[config.mk]
export PLATFORM = sky130hd
export DESIGN_NAME = hex_key_text_parser
export DESIGN_NICKNAME = d
export VERILOG_FILES = /design/src/design/hktp_pkg.sv /design/src/design/hex_key_text_parser.sv /design/src/design/hktp_apb_regs.sv /design/src/design/hktp_step.sv
export VERILOG_INCLUDE_DIRS = /design/src /design/src/design
export SDC_FILE = /design/constraint.sdc
export NUM_CORES = 1
export LEC_CHECK = 0
export BUFFER_PORTS_ARGS = -buffer_cell sky130_fd_sc_hd__buf_4
export CAP_MARGIN = 30
export CORE_MARGIN = 3
export CORE_UTILIZATION = 36
export DETAILED_ROUTE_END_ITERATION = 10
export SLEW_MARGIN = 10
export SYNTH_ARGS = -nofsm -noshare
export SYNTH_HDL_FRONTEND = slang
export SYNTH_HIERARCHICAL = 1
export SYNTH_SLANG_ARGS = --single-unit
[constraint.sdc]
create_clock -name clk -period 2.4 [get_ports clk]
set_input_delay 0.12 -clock clk [delete_from_list [all_inputs] [get_ports clk]]
set_output_delay 0.12 -clock clk [all_outputs]
set_load 0.02 [all_outputs]
[src/design/assert_macros.svh]
// Assertion macros shared by the hex key parser RTL.
`ifndef ASSERT_MACROS_SVH
`define ASSERT_MACROS_SVH

// Same-cycle implication, sampled on clk, off during reset.
`define HKTP_ASSERT_NOW(lbl, ante, cons) \
    lbl: assert property (@(posedge clk) disable iff (!rst_n) (ante) |-> (cons)) \
        else $error("hktp assertion failed");

// Next-cycle implication, sampled on clk, off during reset.
`define HKTP_ASSERT_NEXT(lbl, ante, cons) \
    lbl: assert property (@(posedge clk) disable iff (!rst_n) (ante) |=> (cons)) \
        else $error("hktp assertion failed");

`endif

[src/design/hktp_pkg.sv]
// Package: constants and types for the hex key text parser.
package hktp_pkg;

    localparam int KEY_BYTES  = 32;
    localparam int HEX_DIGITS = 2 * KEY_BYTES;
    localparam int CNT_W      = $clog2(HEX_DIGITS + 1);
    localparam int POS_W      = 5;
    localparam int LEN_W      = 16;
    localparam int PADDR_W    = 3;
    localparam int PDATA_W    = 32;

    localparam logic [PADDR_W-1:0] REG_BLOB_LENGTH_ADDR = 3'd0;

    localparam logic [7:0] CHR_SPACE = 8'h20;
    localparam logic [7:0] CHR_TAB   = 8'h09;
    localparam logic [7:0] CHR_CR    = 8'h0D;
    localparam logic [7:0] CHR_LF    = 8'h0A;
    localparam logic [7:0] CHR_0     = 8'h30;
    localparam logic [7:0] CHR_9     = 8'h39;
    localparam logic [7:0] CHR_LA    = 8'h61;
    localparam logic [7:0] CHR_LF_HEX = 8'h66;
    localparam logic [7:0] CHR_UA    = 8'h41;
    localparam logic [7:0] CHR_UF    = 8'h46;
    localparam logic [7:0] DIGIT_TEN = 8'd10;

    typedef struct packed {
        logic [CNT_W-1:0] count_seen;
        logic [3:0]       upper_nibble;
        logic             parse_failed;
    } parse_state_t;

    typedef struct packed {
        logic [7:0]       key_byte;
        logic [POS_W-1:0] key_position;
        logic             byte_ready;
        logic             blob_done;
        logic             key_ok;
    } parse_result_t;

endpackage

[src/design/hex_key_text_parser.sv]
// Top level of the hex key text parser: input register, step logic, result register.
//
//  channel | direction | handshake            | payload
//  in      | in        | in_valid / in_stall  | blob_byte, final_byte
//  out     | out       | out_valid / out_stall| key_byte, key_position, byte_ready,
//          |           |                      | blob_done, key_ok
//  cfg     | in        | APB psel/penable     | blob_length at byte address 0
//
// One transaction per cycle while out_stall is low; a transaction passes through the input
// register, then the result register, and out_valid rises when it enters the result register.
// Parser state advances when a transaction moves from the input register into
// the result register; out_stall with a full result register holds both registers
// and raises in_stall while the input register is full.
// Reset is asynchronous and active low; it clears blob_length and parser state.
module hex_key_text_parser
    import hktp_pkg::*;
(
    input  logic               clk,
    input  logic               rst_n,
    input  logic               psel,
    input  logic               penable,
    input  logic               pwrite,
    input  logic [PADDR_W-1:0] paddr,
    input  logic [PDATA_W-1:0] pwdata,
    output logic [PDATA_W-1:0] prdata,
    output logic               pready,
    input  logic               in_valid,
    output logic               in_stall,
    input  logic [7:0]         blob_byte,
    input  logic               final_byte,
    output logic               out_valid,
    input  logic               out_stall,
    output logic [7:0]         key_byte,
    output logic [POS_W-1:0]   key_position,
    output logic               byte_ready,
    output logic               blob_done,
    output logic               key_ok
);

`include "assert_macros.svh"

    logic [LEN_W-1:0] blob_length;
    logic             in_vld_reg;
    logic             in_vld_next;
    logic [7:0]       byte_reg;
    logic             final_reg;
    logic             out_vld_reg;
    logic             out_vld_next;
    parse_result_t    res_reg;
    parse_state_t     state_reg;
    parse_state_t     state_next;
    parse_result_t    res_comb;
    logic             accept;
    logic             advance;

    hktp_apb_regs u_regs (
        .clk         (clk),
        .rst_n       (rst_n),
        .psel        (psel),
        .penable     (penable),
        .pwrite      (pwrite),
        .paddr       (paddr),
        .pwdata      (pwdata),
        .prdata      (prdata),
        .pready      (pready),
        .blob_length (blob_length)
    );

    hktp_step u_step (
        .blob_length (blob_length),
        .blob_byte   (byte_reg),
        .final_byte  (final_reg),
        .cur         (state_reg),
        .nxt         (state_next),
        .res         (res_comb)
    );

    assign advance  = in_vld_reg && (!out_vld_reg || !out_stall);
    assign in_stall = in_vld_reg && !advance;
    assign accept   = in_valid && !in_stall;

    always_comb
    begin
        in_vld_next = in_vld_reg;
        if (accept)
        begin
            in_vld_next = 1'b1;
        end
        else if (advance)
        begin
            in_vld_next = 1'b0;
        end

        out_vld_next = out_vld_reg;
        if (advance)
        begin
            out_vld_next = 1'b1;
        end
        else if (!out_stall)
        begin
            out_vld_next = 1'b0;
        end
    end

    always_ff @(posedge clk or negedge rst_n)
    begin
        if (!rst_n)
        begin
            in_vld_reg  <= 1'b0;
            out_vld_reg <= 1'b0;
            state_reg   <= '0;
        end
        else
        begin
            in_vld_reg  <= in_vld_next;
            out_vld_reg <= out_vld_next;
            if (advance)
            begin
                state_reg <= state_next;
            end
        end
    end

    always_ff @(posedge clk)
    begin
        if (accept)
        begin
            byte_reg  <= blob_byte;
            final_reg <= final_byte;
        end
        if (advance)
        begin
            res_reg <= res_comb;
        end
    end

    assign out_valid    = out_vld_reg;
    assign key_byte     = res_reg.key_byte;
    assign key_position = res_reg.key_position;
    assign byte_ready   = res_reg.byte_ready;
    assign blob_done    = res_reg.blob_done;
    assign key_ok       = res_reg.key_ok;

    `HKTP_ASSERT_NOW(a_stall_only_when_full, in_stall, in_vld_reg && out_vld_reg && out_stall)
    `HKTP_ASSERT_NEXT(a_done_clears_state, advance && res_comb.blob_done, state_reg == '0)
    `HKTP_ASSERT_NOW(a_ok_needs_done, out_vld_reg && key_ok, blob_done)
    `HKTP_ASSERT_NOW(a_count_bounded, 1'b1, state_reg.count_seen <= CNT_W'(HEX_DIGITS))
    `HKTP_ASSERT_NEXT(a_stalled_result_held, out_vld_reg && out_stall, out_vld_reg && $stable(res_reg))

endmodule

[src/design/hktp_apb_regs.sv]
// APB register block holding the blob length.
module hktp_apb_regs
    import hktp_pkg::*;
(
    input  logic               clk,
    input  logic               rst_n,
    input  logic               psel,
    input  logic               penable,
    input  logic               pwrite,
    input  logic [PADDR_W-1:0] paddr,
    input  logic [PDATA_W-1:0] pwdata,
    output logic [PDATA_W-1:0] prdata,
    output logic               pready,
    output logic [LEN_W-1:0]   blob_length
);

    logic [LEN_W-1:0] blob_length_reg;
    logic [LEN_W-1:0] blob_length_next;
    logic             hit;

    // word decode; byte lane bits ignored
    assign hit = (paddr[PADDR_W-1:2] == REG_BLOB_LENGTH_ADDR[PADDR_W-1:2]);

    always_comb
    begin
        blob_length_next = blob_length_reg;
        if (psel && penable && pwrite && hit)
        begin
            blob_length_next = pwdata[LEN_W-1:0];
        end
    end

    always_ff @(posedge clk or negedge rst_n)
    begin
        if (!rst_n)
        begin
            blob_length_reg <= '0;
        end
        else
        begin
            blob_length_reg <= blob_length_next;
        end
    end

    assign prdata      = hit ? PDATA_W'(blob_length_reg) : '0;
    assign pready      = 1'b1;
    assign blob_length = blob_length_reg;

endmodule

[src/design/hktp_step.sv]
// Per-byte decode: hex digit / whitespace classify, raw pass-through and parser state update.
module hktp_step
    import hktp_pkg::*;
(
    input  logic [LEN_W-1:0] blob_length,
    input  logic [7:0]       blob_byte,
    input  logic             final_byte,
    input  parse_state_t     cur,
    output parse_state_t     nxt,
    output parse_result_t    res
);

    logic         raw_mode;
    logic         is_digit;
    logic         is_space;
    logic [7:0]   dval;
    logic [3:0]   digit;
    parse_state_t upd;
    logic [CNT_W-1:0] need;

    assign raw_mode = (blob_length == LEN_W'(KEY_BYTES));

    always_comb
    begin
        dval     = '0;
        is_digit = 1'b1;
        if (blob_byte inside {[CHR_0:CHR_9]})
        begin
            dval = blob_byte - CHR_0;
        end
        else if (blob_byte inside {[CHR_LA:CHR_LF_HEX]})
        begin
            dval = blob_byte - CHR_LA + DIGIT_TEN;
        end
        else if (blob_byte inside {[CHR_UA:CHR_UF]})
        begin
            dval = blob_byte - CHR_UA + DIGIT_TEN;
        end
        else
        begin
            is_digit = 1'b0;
        end
        digit    = dval[3:0];
        is_space = blob_byte inside {CHR_SPACE, CHR_TAB, CHR_CR, CHR_LF};
    end

    always_comb
    begin
        upd              = cur;
        res              = '0;
        if (!cur.parse_failed)
        begin
            if (raw_mode)
            begin
                if (cur.count_seen >= CNT_W'(KEY_BYTES))
                begin
                    upd.parse_failed = 1'b1;
                end
                else
                begin
                    res.key_byte     = blob_byte;
                    res.key_position = cur.count_seen[POS_W-1:0];
                    res.byte_ready   = 1'b1;
                    upd.count_seen   = cur.count_seen + 1'b1;
                end
            end
            else if (!is_digit)
            begin
                if (!is_space)
                begin
                    upd.parse_failed = 1'b1;
                end
            end
            else if (cur.count_seen >= CNT_W'(HEX_DIGITS))
            begin
                upd.parse_failed = 1'b1;
            end
            else
            begin
                if (!cur.count_seen[0])
                begin
                    upd.upper_nibble = digit;
                end
                else
                begin
                    res.key_byte     = {cur.upper_nibble, digit};
                    res.key_position = POS_W'(cur.count_seen >> 1);
                    res.byte_ready   = 1'b1;
                end
                upd.count_seen = cur.count_seen + 1'b1;
            end
        end

        need = raw_mode ? CNT_W'(KEY_BYTES) : CNT_W'(HEX_DIGITS);
        nxt  = upd;
        if (final_byte)
        begin
            res.blob_done = 1'b1;
            res.key_ok    = !upd.parse_failed && (upd.count_seen == need);
            nxt           = '0;
        end
    end

endmodule

### Word-level counts from Yosys, hierarchy flattened

Index checks and enable logic that the tools add are counted.

* bits of input ports: 51
* logic and storage cells: 90
* output and inout port bits: 51
* flip-flop bits (word level): 55

* mux-type cells: 31
* equality and inequality tests: 11
* bitwise logic cells: 1
* reduce and logical (&&, ||, !) cells: 20
* $lt $le $gt $ge: 8
* add/sub/neg operators: 6

Operator list (number)
* 2-to-1 mux 14 bit: 5
* equality test 8 x 4 -> 1 bit, second input constant: 3
* 2-to-1 mux 12 bit: 2
* 2-to-1 mux 11 bit: 2
* 2-to-1 mux 7 bit: 3
* 2-to-1 mux 4 bit: 5
* equality test 16 x 6 -> 1 bit, second input constant: 1
* >= comparator 8 x 7 -> 1 bit, second input constant: 2
* <= comparator 8 x 7 -> 1 bit, second input constant: 2
* 2-to-1 mux 16 bit: 1
* 2-to-1 mux 1 bit: 12
* subtractor 4 x 1 -> 4 bit, second input constant: 3
* logical AND 1 bit: 10
* adder 4 bit, second input constant: 2
* equality test 8 x 6 -> 1 bit, second input constant: 1
* >= comparator 8 x 6 -> 1 bit, second input constant: 1
* <= comparator 8 x 6 -> 1 bit, second input constant: 1
* != test 2 bit, second input constant: 4
* adder 7 x 1 -> 7 bit, second input constant: 1
* equality test 7 bit: 1
* >= comparator 7 x 6 -> 1 bit, second input constant: 1
* >= comparator 7 bit, second input constant: 1
* AND reduction 6 bit: 1
* zero test 1 bit: 5
* 6 further kinds: 7

### Longest topological paths before layout

Gate-level depths: netlist of the first run.

* depth in word-level cells: 13
* mapped depth: 9
* gate-level depth less buffers: 9

### Hierarchy

The synthesis of the first run kept the hierarchy.

By module, submodules not included
* hex_key_text_parser: instances 1, area an instance 1338.8 µm², cells each 58
* hktp_step: instances 1, area an instance 1041.0 µm², cells each 162
* hktp_apb_regs: instances 1, area an instance 899.6 µm², cells each 70

### Worst setup path before layout of the first run

No wires, ideal clock.

* kind: reg2reg
* from: reg byte_reg[0]
* to: reg state_reg[6] (netlist bit)
* setup time: 0.125 ns
* setup slack: -0.043 ns
* path buffers: 0
* stages on the path, launching flop included: 10
* arrival: 2.318 ns
* required time: 2.275 ns
* period minus slack after synthesis: 2.443 ns
* cell sequence: edfxtp_1 -> inv_1 -> ha_1 -> inv_1 -> o311ai_1 -> nand3_1 -> nand3_1 -> mux2_4 -> nor2b_1 -> mux2_4

RTL lines
* from (decl): line hex_key_text_parser.sv:45 `logic [7:0] byte_reg;`
* from (signal assigned): line hex_key_text_parser.sv:128 `byte_reg <= blob_byte;`
* to (signal assigned): line hex_key_text_parser.sv:119 `state_reg <= state_next;`
* to (decl): line hex_key_text_parser.sv:50 `parse_state_t state_reg;`

### Final worst setup path of the first run

* from: reg byte_reg[1]
* to: reg res_reg (netlist bit key_ok) (data pin)

* cells in the longest elaborated chain, start to end: 10
* elaborated cells between the ends (all ways): 26
* classes of those cells: order compare (6); eq/ne (5); mux (9); reduce/logical (6)

Ends and longest elaborated chain
* >= comparator 8 x 7 -> 1 bit / <= comparator 8 x 7 -> 1 bit (equally long branches): line hktp_step.sv:35 `else if (blob_byte inside {[CHR_UA:CHR_UF]})`
* logical AND 1 bit: line hktp_step.sv:35
* 2-to-1 mux 1 bit: line hktp_step.sv:35
* 2-to-1 mux 1 bit: line hktp_step.sv:31 `else if (blob_byte inside {[CHR_LA:CHR_LF_HEX]})`
* 2-to-1 mux 1 bit: line hktp_step.sv:27 `if (blob_byte inside {[CHR_0:CHR_9]})`
* 2-to-1 mux 11 bit / 2-to-1 mux 1 bit (equally long branches): line hktp_step.sv:67 `else if (!is_digit)`
* 2-to-1 mux 7 bit / 2-to-1 mux 1 bit (equally long branches): line hktp_step.sv:53 `if (raw_mode)`
* 2-to-1 mux 12 bit *: line hktp_step.sv:51 `if (!cur.parse_failed)`
* equality test 7 bit / zero test 1 bit (equally long branches): line hktp_step.sv:99 `res.key_ok = !upd.parse_failed && (upd.count_seen == need);`
* logical AND 1 bit *: line hktp_step.sv:99
* to (signal assigned): line hex_key_text_parser.sv:133 `res_reg <= res_comb;`
* to (decl): line hex_key_text_parser.sv:49 `parse_result_t res_reg;`

Every way passes the cells marked *; elsewhere a longest branch is shown, timed or not. The select of a mux whose other input is x is not followed.
A chain may end at the register's enable or synchronous reset.

==> run summary, run 1 <==
Final setup vio count -> 0
Syn avg cell area -> 11.3 um^2
Syn. warnings -> 6
Commonest cells post-synth -> dfrtp_1 (30), edfxtp_1 (25), nor2_1 (25)
PortBufs -> 66
Drt wl/cell -> 15.1 um
Largest net degree at the start of global routing -> 31
Vias in the first global route -> 2,395
Crit-path max FO -> 3
CORE AREA -> 8810 um^2
Clk buf depth -> 2
Max-cap viol count -> 0
CP startpoint kind -> flip-flop
FF-to-FF path depth -> 8
Io pins -> 102
Worst path bufs/invs -> 2
Die X-Extent -> 101 um
Power Dens Cells -> 538 nW/um^2
Number of antenna diodes -> 0
Worst Setup Slack, final -> 88.3 ps
Post-synthesis xor/xnor area fraction -> 0.0134
Main combinational cell family by area after synthesis -> simple AND/OR/NAND/NOR gates
Synth-to-layout area growth -> 32.2%
F_max -> 0.433 GHz
Max reg flops -> 16
Number of cells produced by synthesis -> 290
Hold path cells -> 2
HPWL after detailed placement -> 5.37 mm
Compound-Gate Fraction of Synth Area -> 0.114
Hold WS -> 40.6 ps
Initial antenna violation count -> 0
Non-Filler Cell Area, Final -> 4340 um^2
Place WS -> -38.9 ps
WP data required -> 2520 ps
Post-placement cell area -> 4000 um^2
Crit path DAT -> 2430 ps
Mux cell area share after synthesis -> 0.126
Peak VDD IR -> 244 uV
CTS Sinks -> 55
Synth area leaders -> dfrtp_1 (23%), edfxtp_1 (23%), mux2_4 (9.2%), buf_4 (4.1%), mux2_2 (3.1%)
Post-synthesis adder-cell area fraction -> 0.0305
CTS tree -> done
Routed Antenna Nets -> 0
Sequential fraction of the synthesis area -> 0.458
WS Path Type -> flip-flop to flip-flop
Relative slew margins -> 0.505
Final Hold Viols -> 0
Yosys reg bits -> 55
Period utilisation layout -> 0.963
Post-route minimum period -> 2310 ps
Cell mode on critical path -> inv_2
Least-Margin Pin Slew -> 741 ps
Synth Cell Area -> 3280 um^2
Cell type with the largest total area after synthesis -> dfrtp_1
DRC Markers -> 0
Via count -> 2,510
Post-synth ARST share -> 0.545
Netlist cell types -> 58
Row cnt -> 34
H-tree Lvls -> 2
Cell family with most CP delay -> compound AO/OA/AOI/OAI gates
TritonCTS Buffers -> 5
Top FF cell, synth -> dfrtp_1
Initial DRC Count -> 129
Yosys top cell area share -> 0.229
Clock transition at the registers of the reported paths -> 100 ps
GR Overflow Total -> 0
Clk_lat worst skew -> 310 ps
Global Route Usage Sum -> 0.145
Drt first pass iters -> 5
Status -> complete, no violations
Worst path max stage delay -> 460 ps
Clock Skews -> 5.63 ps
Clk root buf -> clkbuf_8
Die Y -> 101 um
Final net count -> 452
CP max-delay cell -> or4b_1
Post-Route WL -> 7.58 mm
Post-synthesis simple-gate area fraction -> 0.179
Count of flip-flops with a built-in enable after synthesis -> 25
Hold WC Path Type -> input port to flip-flop
CP endpoint kind -> flip-flop
Drt via density -> 5.00
First-pass GRT wire length -> 11.7 mm
Gp weighted congestion -> 0.865
Levels on crit path -> 8
Leakage -> 0.00189 uW
Fill count -> 784
Die area -> 10,300 um^2
Top-count cell post-synth -> dfrtp_1
Multi-input logic area -> 1700 um^2
Worst-path cell chain -> inv_2 -> ha_4 -> inv_2 -> or4b_1 -> a2111o_1 -> o22ai_2 -> nand2_2 -> a2111oi_4
Unrepaired setup endpoints after global routing -> true
Storage element area -> 1500 um^2
Fraction of layout cells with a size suffix above 1 -> 0.416
Max Slew Vio Count -> 0
Total chip power -> 2330 uW
Starting Density -> 0.372
kinds of logic (layout without fill, tap and decap cells):
family / after synthesis / in the layout
simple gates: 103 / 103
flops: 55 / 55
compound gates: 46 / 46
buf+inv: 41 / 130
mux: 30 / 30
fa+ha+maj: 8 / 8
xor+xnor: 5 / 5
other cells: 2 / 17
layer usage:
| layer | global-route usage | wire length [um] | vias up |
|---|---|---|---|
| li1 | - | - | 1213 |
| met1 | 0.188 | 3200 | 1230 |
| met2 | 0.251 | 3990 | 58 |
| met3 | 0.0227 | 309 | 9 |
| met4 | 0.0409 | 86 | 0 |
| met5 | 0 | 0 | - |
report_power, final:
part	switching (uW)	internal [uW]	total, uW	leakage (uW)
registers	89.5	1090	1180	0.000624
clock network	295	232	527	0.0000459
logic	302	323	626	0.00122
cell usage in the layout (no fill, tap or decap), types with 4 or more instances in the layout:
master / Yosys / final
o21ai_0: 5 / 5
and2b_1: 6 / 6
mux2_4: 20 / 20
nor2_1: 25 / 25
nand2_1: 14 / 13
inv_1: 9 / 6
nor3_1: 7 / 5
nand4_1: 4 / 4
edfxtp_1: 25 / 25
dfrtp_1: 30 / 30
clkbuf_8: 0 / 6
a211oi_1: 4 / 4
buf_4: 18 / 102
ha_1: 8 / 6
a31oi_1: 7 / 7
dlygate4sd3_1: 0 / 11
nor2b_1: 12 / 12
nand3_1: 9 / 8
and2_1: 8 / 8
a21oi_1: 9 / 9
conb_1: 2 / 17
mux2_2: 9 / 9
worst reg2reg max path: cells and delay by family, from the launching register on:
kind | cells | cell delay [ps]
fa+ha+maj | 1 | 150
compound gates | 3 | 840
flops | 1 | 410
buf+inv | 2 | 160
simple gates | 2 | 560
worst paths after layout:
check,start,end,slack [ps]
max reg2reg,byte_reg[1]$_DFFE_PP_,key_ok$_DFFE_PP_,90
min reg2reg,in_vld_reg$_DFFE_PN0P_,out_valid$_DFFE_PN0P_,500
min in group asynchronous,rst_n,u_regs/blob_length[12]$_DFFE_PN0P_,280
max in group asynchronous,rst_n,state_reg[6]$_DFFE_PN0P_,1820
min,pwdata[4],u_regs/blob_length[4]$_DFFE_PN0P_,40
max,byte_reg[1]$_DFFE_PP_,key_ok$_DFFE_PP_,90
final cells by class:
class,instances,area share
clock inverter,1,0.000866
multi-input combinational,209,0.392
inverter,9,0.00779
clock buffer,7,0.0199
tap,108,0.0312
timing repair buffer,113,0.202
sequential,55,0.346
through the flow:
step | TNS, ps | std cells | utilization
final | 0 | 502 | 0.492
after global routing | -77.9 | 502 | 0.492
after global placement | -7.89 | 480 | 0.454
after CTS | -22.2 | 499 | 0.480
after detailed placement | -53.1 | 480 | 0.454
after floorplan | 0 | 305 | -
timing repair:
action / 4_1_cts / 5_1_grt
gates resized for setup: 5 / 16
hold endpoints to repair: 40 / 0
hold buffers: 11 / 0
setup endpoints to repair: 4 / 12
buffers inserted: 0 / 3
pin swaps: 2 / 5
No activity file was read; power rests on OpenSTA's default activity.
==> run 2: changes to the inputs <==
- CORE_UTILIZATION: 36 -> 47
- PLACE_DENSITY: unset -> 0.77
==> run summary, run 2 (same netlist as run 1, synthesis figures left out) <==
Status -> complete, no violations
Die Y -> 89.5 um
Drt wl/cell -> 14.9 um
Hold WS -> 35.7 ps
Levels on crit path -> 8
Global Route Usage Sum -> 0.196
Clk_lat worst skew -> 310 ps
Gp weighted congestion -> 0.902
Fraction of layout cells with a size suffix above 1 -> 0.421
Storage element area -> 1500 um^2
Drt via density -> 5.24
Clock group share of total power -> 0.216
Crit-path max FO -> 4
Commonest non-fill, non-tap cell in the layout -> buf_4
H-tree Lvls -> 2
Final net count -> 448
Routed Antenna Nets -> 0
WP data required -> 2520 ps
GR Overflow Total -> 0
Initial DRC Count -> 186
Hold path cells -> 2
CP startpoint kind -> flip-flop
Post-route minimum period -> 2380 ps
HPWL after detailed placement -> 5.10 mm
CP endpoint kind -> flip-flop
Clk buf depth -> 2
Die area -> 8020 um^2
Clock transition at the registers of the reported paths -> 90 ps
CORE AREA -> 6570 um^2
TritonCTS Buffers -> 5
Final setup vio count -> 0
CP max-delay cell -> edfxtp_1
Initial antenna violation count -> 0
Drt first pass iters -> 4
Power Internal -> 1610 uW
Multi-input logic area -> 1690 um^2
Fill count -> 519
Worst-path cell chain -> inv_2 -> ha_2 -> o21bai_4 -> a2111oi_4 -> o21ai_2 -> o221ai_2 -> o311ai_2 -> a2111oi_4
Most frequent cells in the layout -> buf_4 (97), dfrtp_1 (30), edfxtp_1 (25), nor2_1 (25), mux2_4 (20)
Period utilisation layout -> 0.993
Max Slew Vio Count -> 0
Sequential power share -> 0.514
Cell mode on critical path -> a2111oi_4
NetSw -> 688 uW
Leakage -> 0.00187 uW
Final Hold Viols -> 0
Worst path max stage delay -> 430 ps
Starting Density -> 0.499
Synth-to-layout area growth -> 30.8%
Max reg flops -> 16
Vias in the first global route -> 2,494
Io pins -> 102
Crit path DAT -> 2510 ps
F_max -> 0.419 GHz
Clock Skews -> 7.20 ps
Power Dens Cells -> 537 nW/um^2
Number of antenna diodes -> 0
CTS Sinks -> 55
WS Path Type -> flip-flop to flip-flop
FF-to-FF path depth -> 8
Hold WC Path Type -> input port to flip-flop
Max-cap viol count -> 0
Die X-Extent -> 89.5 um
Post-Route WL -> 7.19 mm
Clk root buf -> clkbuf_8
Total chip power -> 2300 uW
Via count -> 2,533
Largest net degree at the start of global routing -> 31
First-pass GRT wire length -> 12.1 mm
Unrepaired setup endpoints after global routing -> true
Peak VDD IR -> 436 uV
CTS tree -> done
DRC Markers -> 0
Combinational power share -> 0.270
Worst path bufs/invs -> 1
PortBufs -> 66
Cell family with most CP delay -> compound AO/OA/AOI/OAI gates
Sw frac -> 0.299
Row cnt -> 29
[run 2: metrics by stage]
step                      worst slack (ps)  setup TNS, ps  cells  utilization  cell area (um^2)
after floorplan                       6.68              0    305            -              3340
after global routing                  -133           -253    483        0.653              4290
after detailed placement              -117           -638    461        0.602              3950
after global placement               -56.3           -118    461        0.602              3950
after CTS                            -51.4          -51.4    480        0.637              4180
final                                 16.1              0    483        0.653              4290
[run 2: area by class of cell]
cell class | instances | area share
multi-input cells | 209 | 0.395
flip-flops and latches | 55 | 0.350
repair buffers | 109 | 0.200
well taps | 93 | 0.0271
clock buffers | 6 | 0.0169
inverters | 9 | 0.00788
clock inverters | 2 | 0.00263
[run 2: worst register-to-register path, cell delays in order, from the launching register on]
cell and delay, ps:
edfxtp_1 430, inv_2 100, ha_2 200, o21bai_4 70, a2111oi_4 430, o21ai_2 180, o221ai_2 240, o311ai_2 190
a2111oi_4 350
[run 2: layer usage]
layer	global-route usage	wire (um)	up-vias
li1	-	-	1211
met1	0.263	3030	1232
met2	0.319	3650	84
met3	0.0369	425	6
met4	0.0636	82	0
met5	0	0	-
[run 2: final timing paths]
| check | end | from | slack, ps |
|---|---|---|---|
| max in group asynchronous | u_regs/blob_length[4]$_DFFE_PN0P_ | rst_n | 1830 |
| min | u_regs/blob_length[12]$_DFFE_PN0P_ | pwdata[12] | 40 |
| max reg2reg | key_ok$_DFFE_PP_ | byte_reg[1]$_DFFE_PP_ | 20 |
| max | key_ok$_DFFE_PP_ | byte_reg[1]$_DFFE_PP_ | 20 |
| min reg2reg | out_valid$_DFFE_PN0P_ | in_vld_reg$_DFFE_PN0P_ | 510 |
| min in group asynchronous | u_regs/blob_length[0]$_DFFE_PN0P_ | rst_n | 280 |
[run 2: power groups by stage]
stage	logic, uW	clock network, uW	registers (uW)
2_1_floorplan	357	0	1200
3_3_place_gp	570	0	1190
3_5_place_dp	582	0	1200
4_1_cts	607	511	1180
5_1_grt	670	550	1200
6_report	620	498	1180
[run 2: timing repair]
item | in CTS | in global routing
pin swaps | 0 | 7
gates resized for setup | 6 | 17
setup endpoints to repair | 14 | 22
hold endpoints to repair | 40 | 0
buffers inserted | 0 | 3
hold buffers | 11 | 0
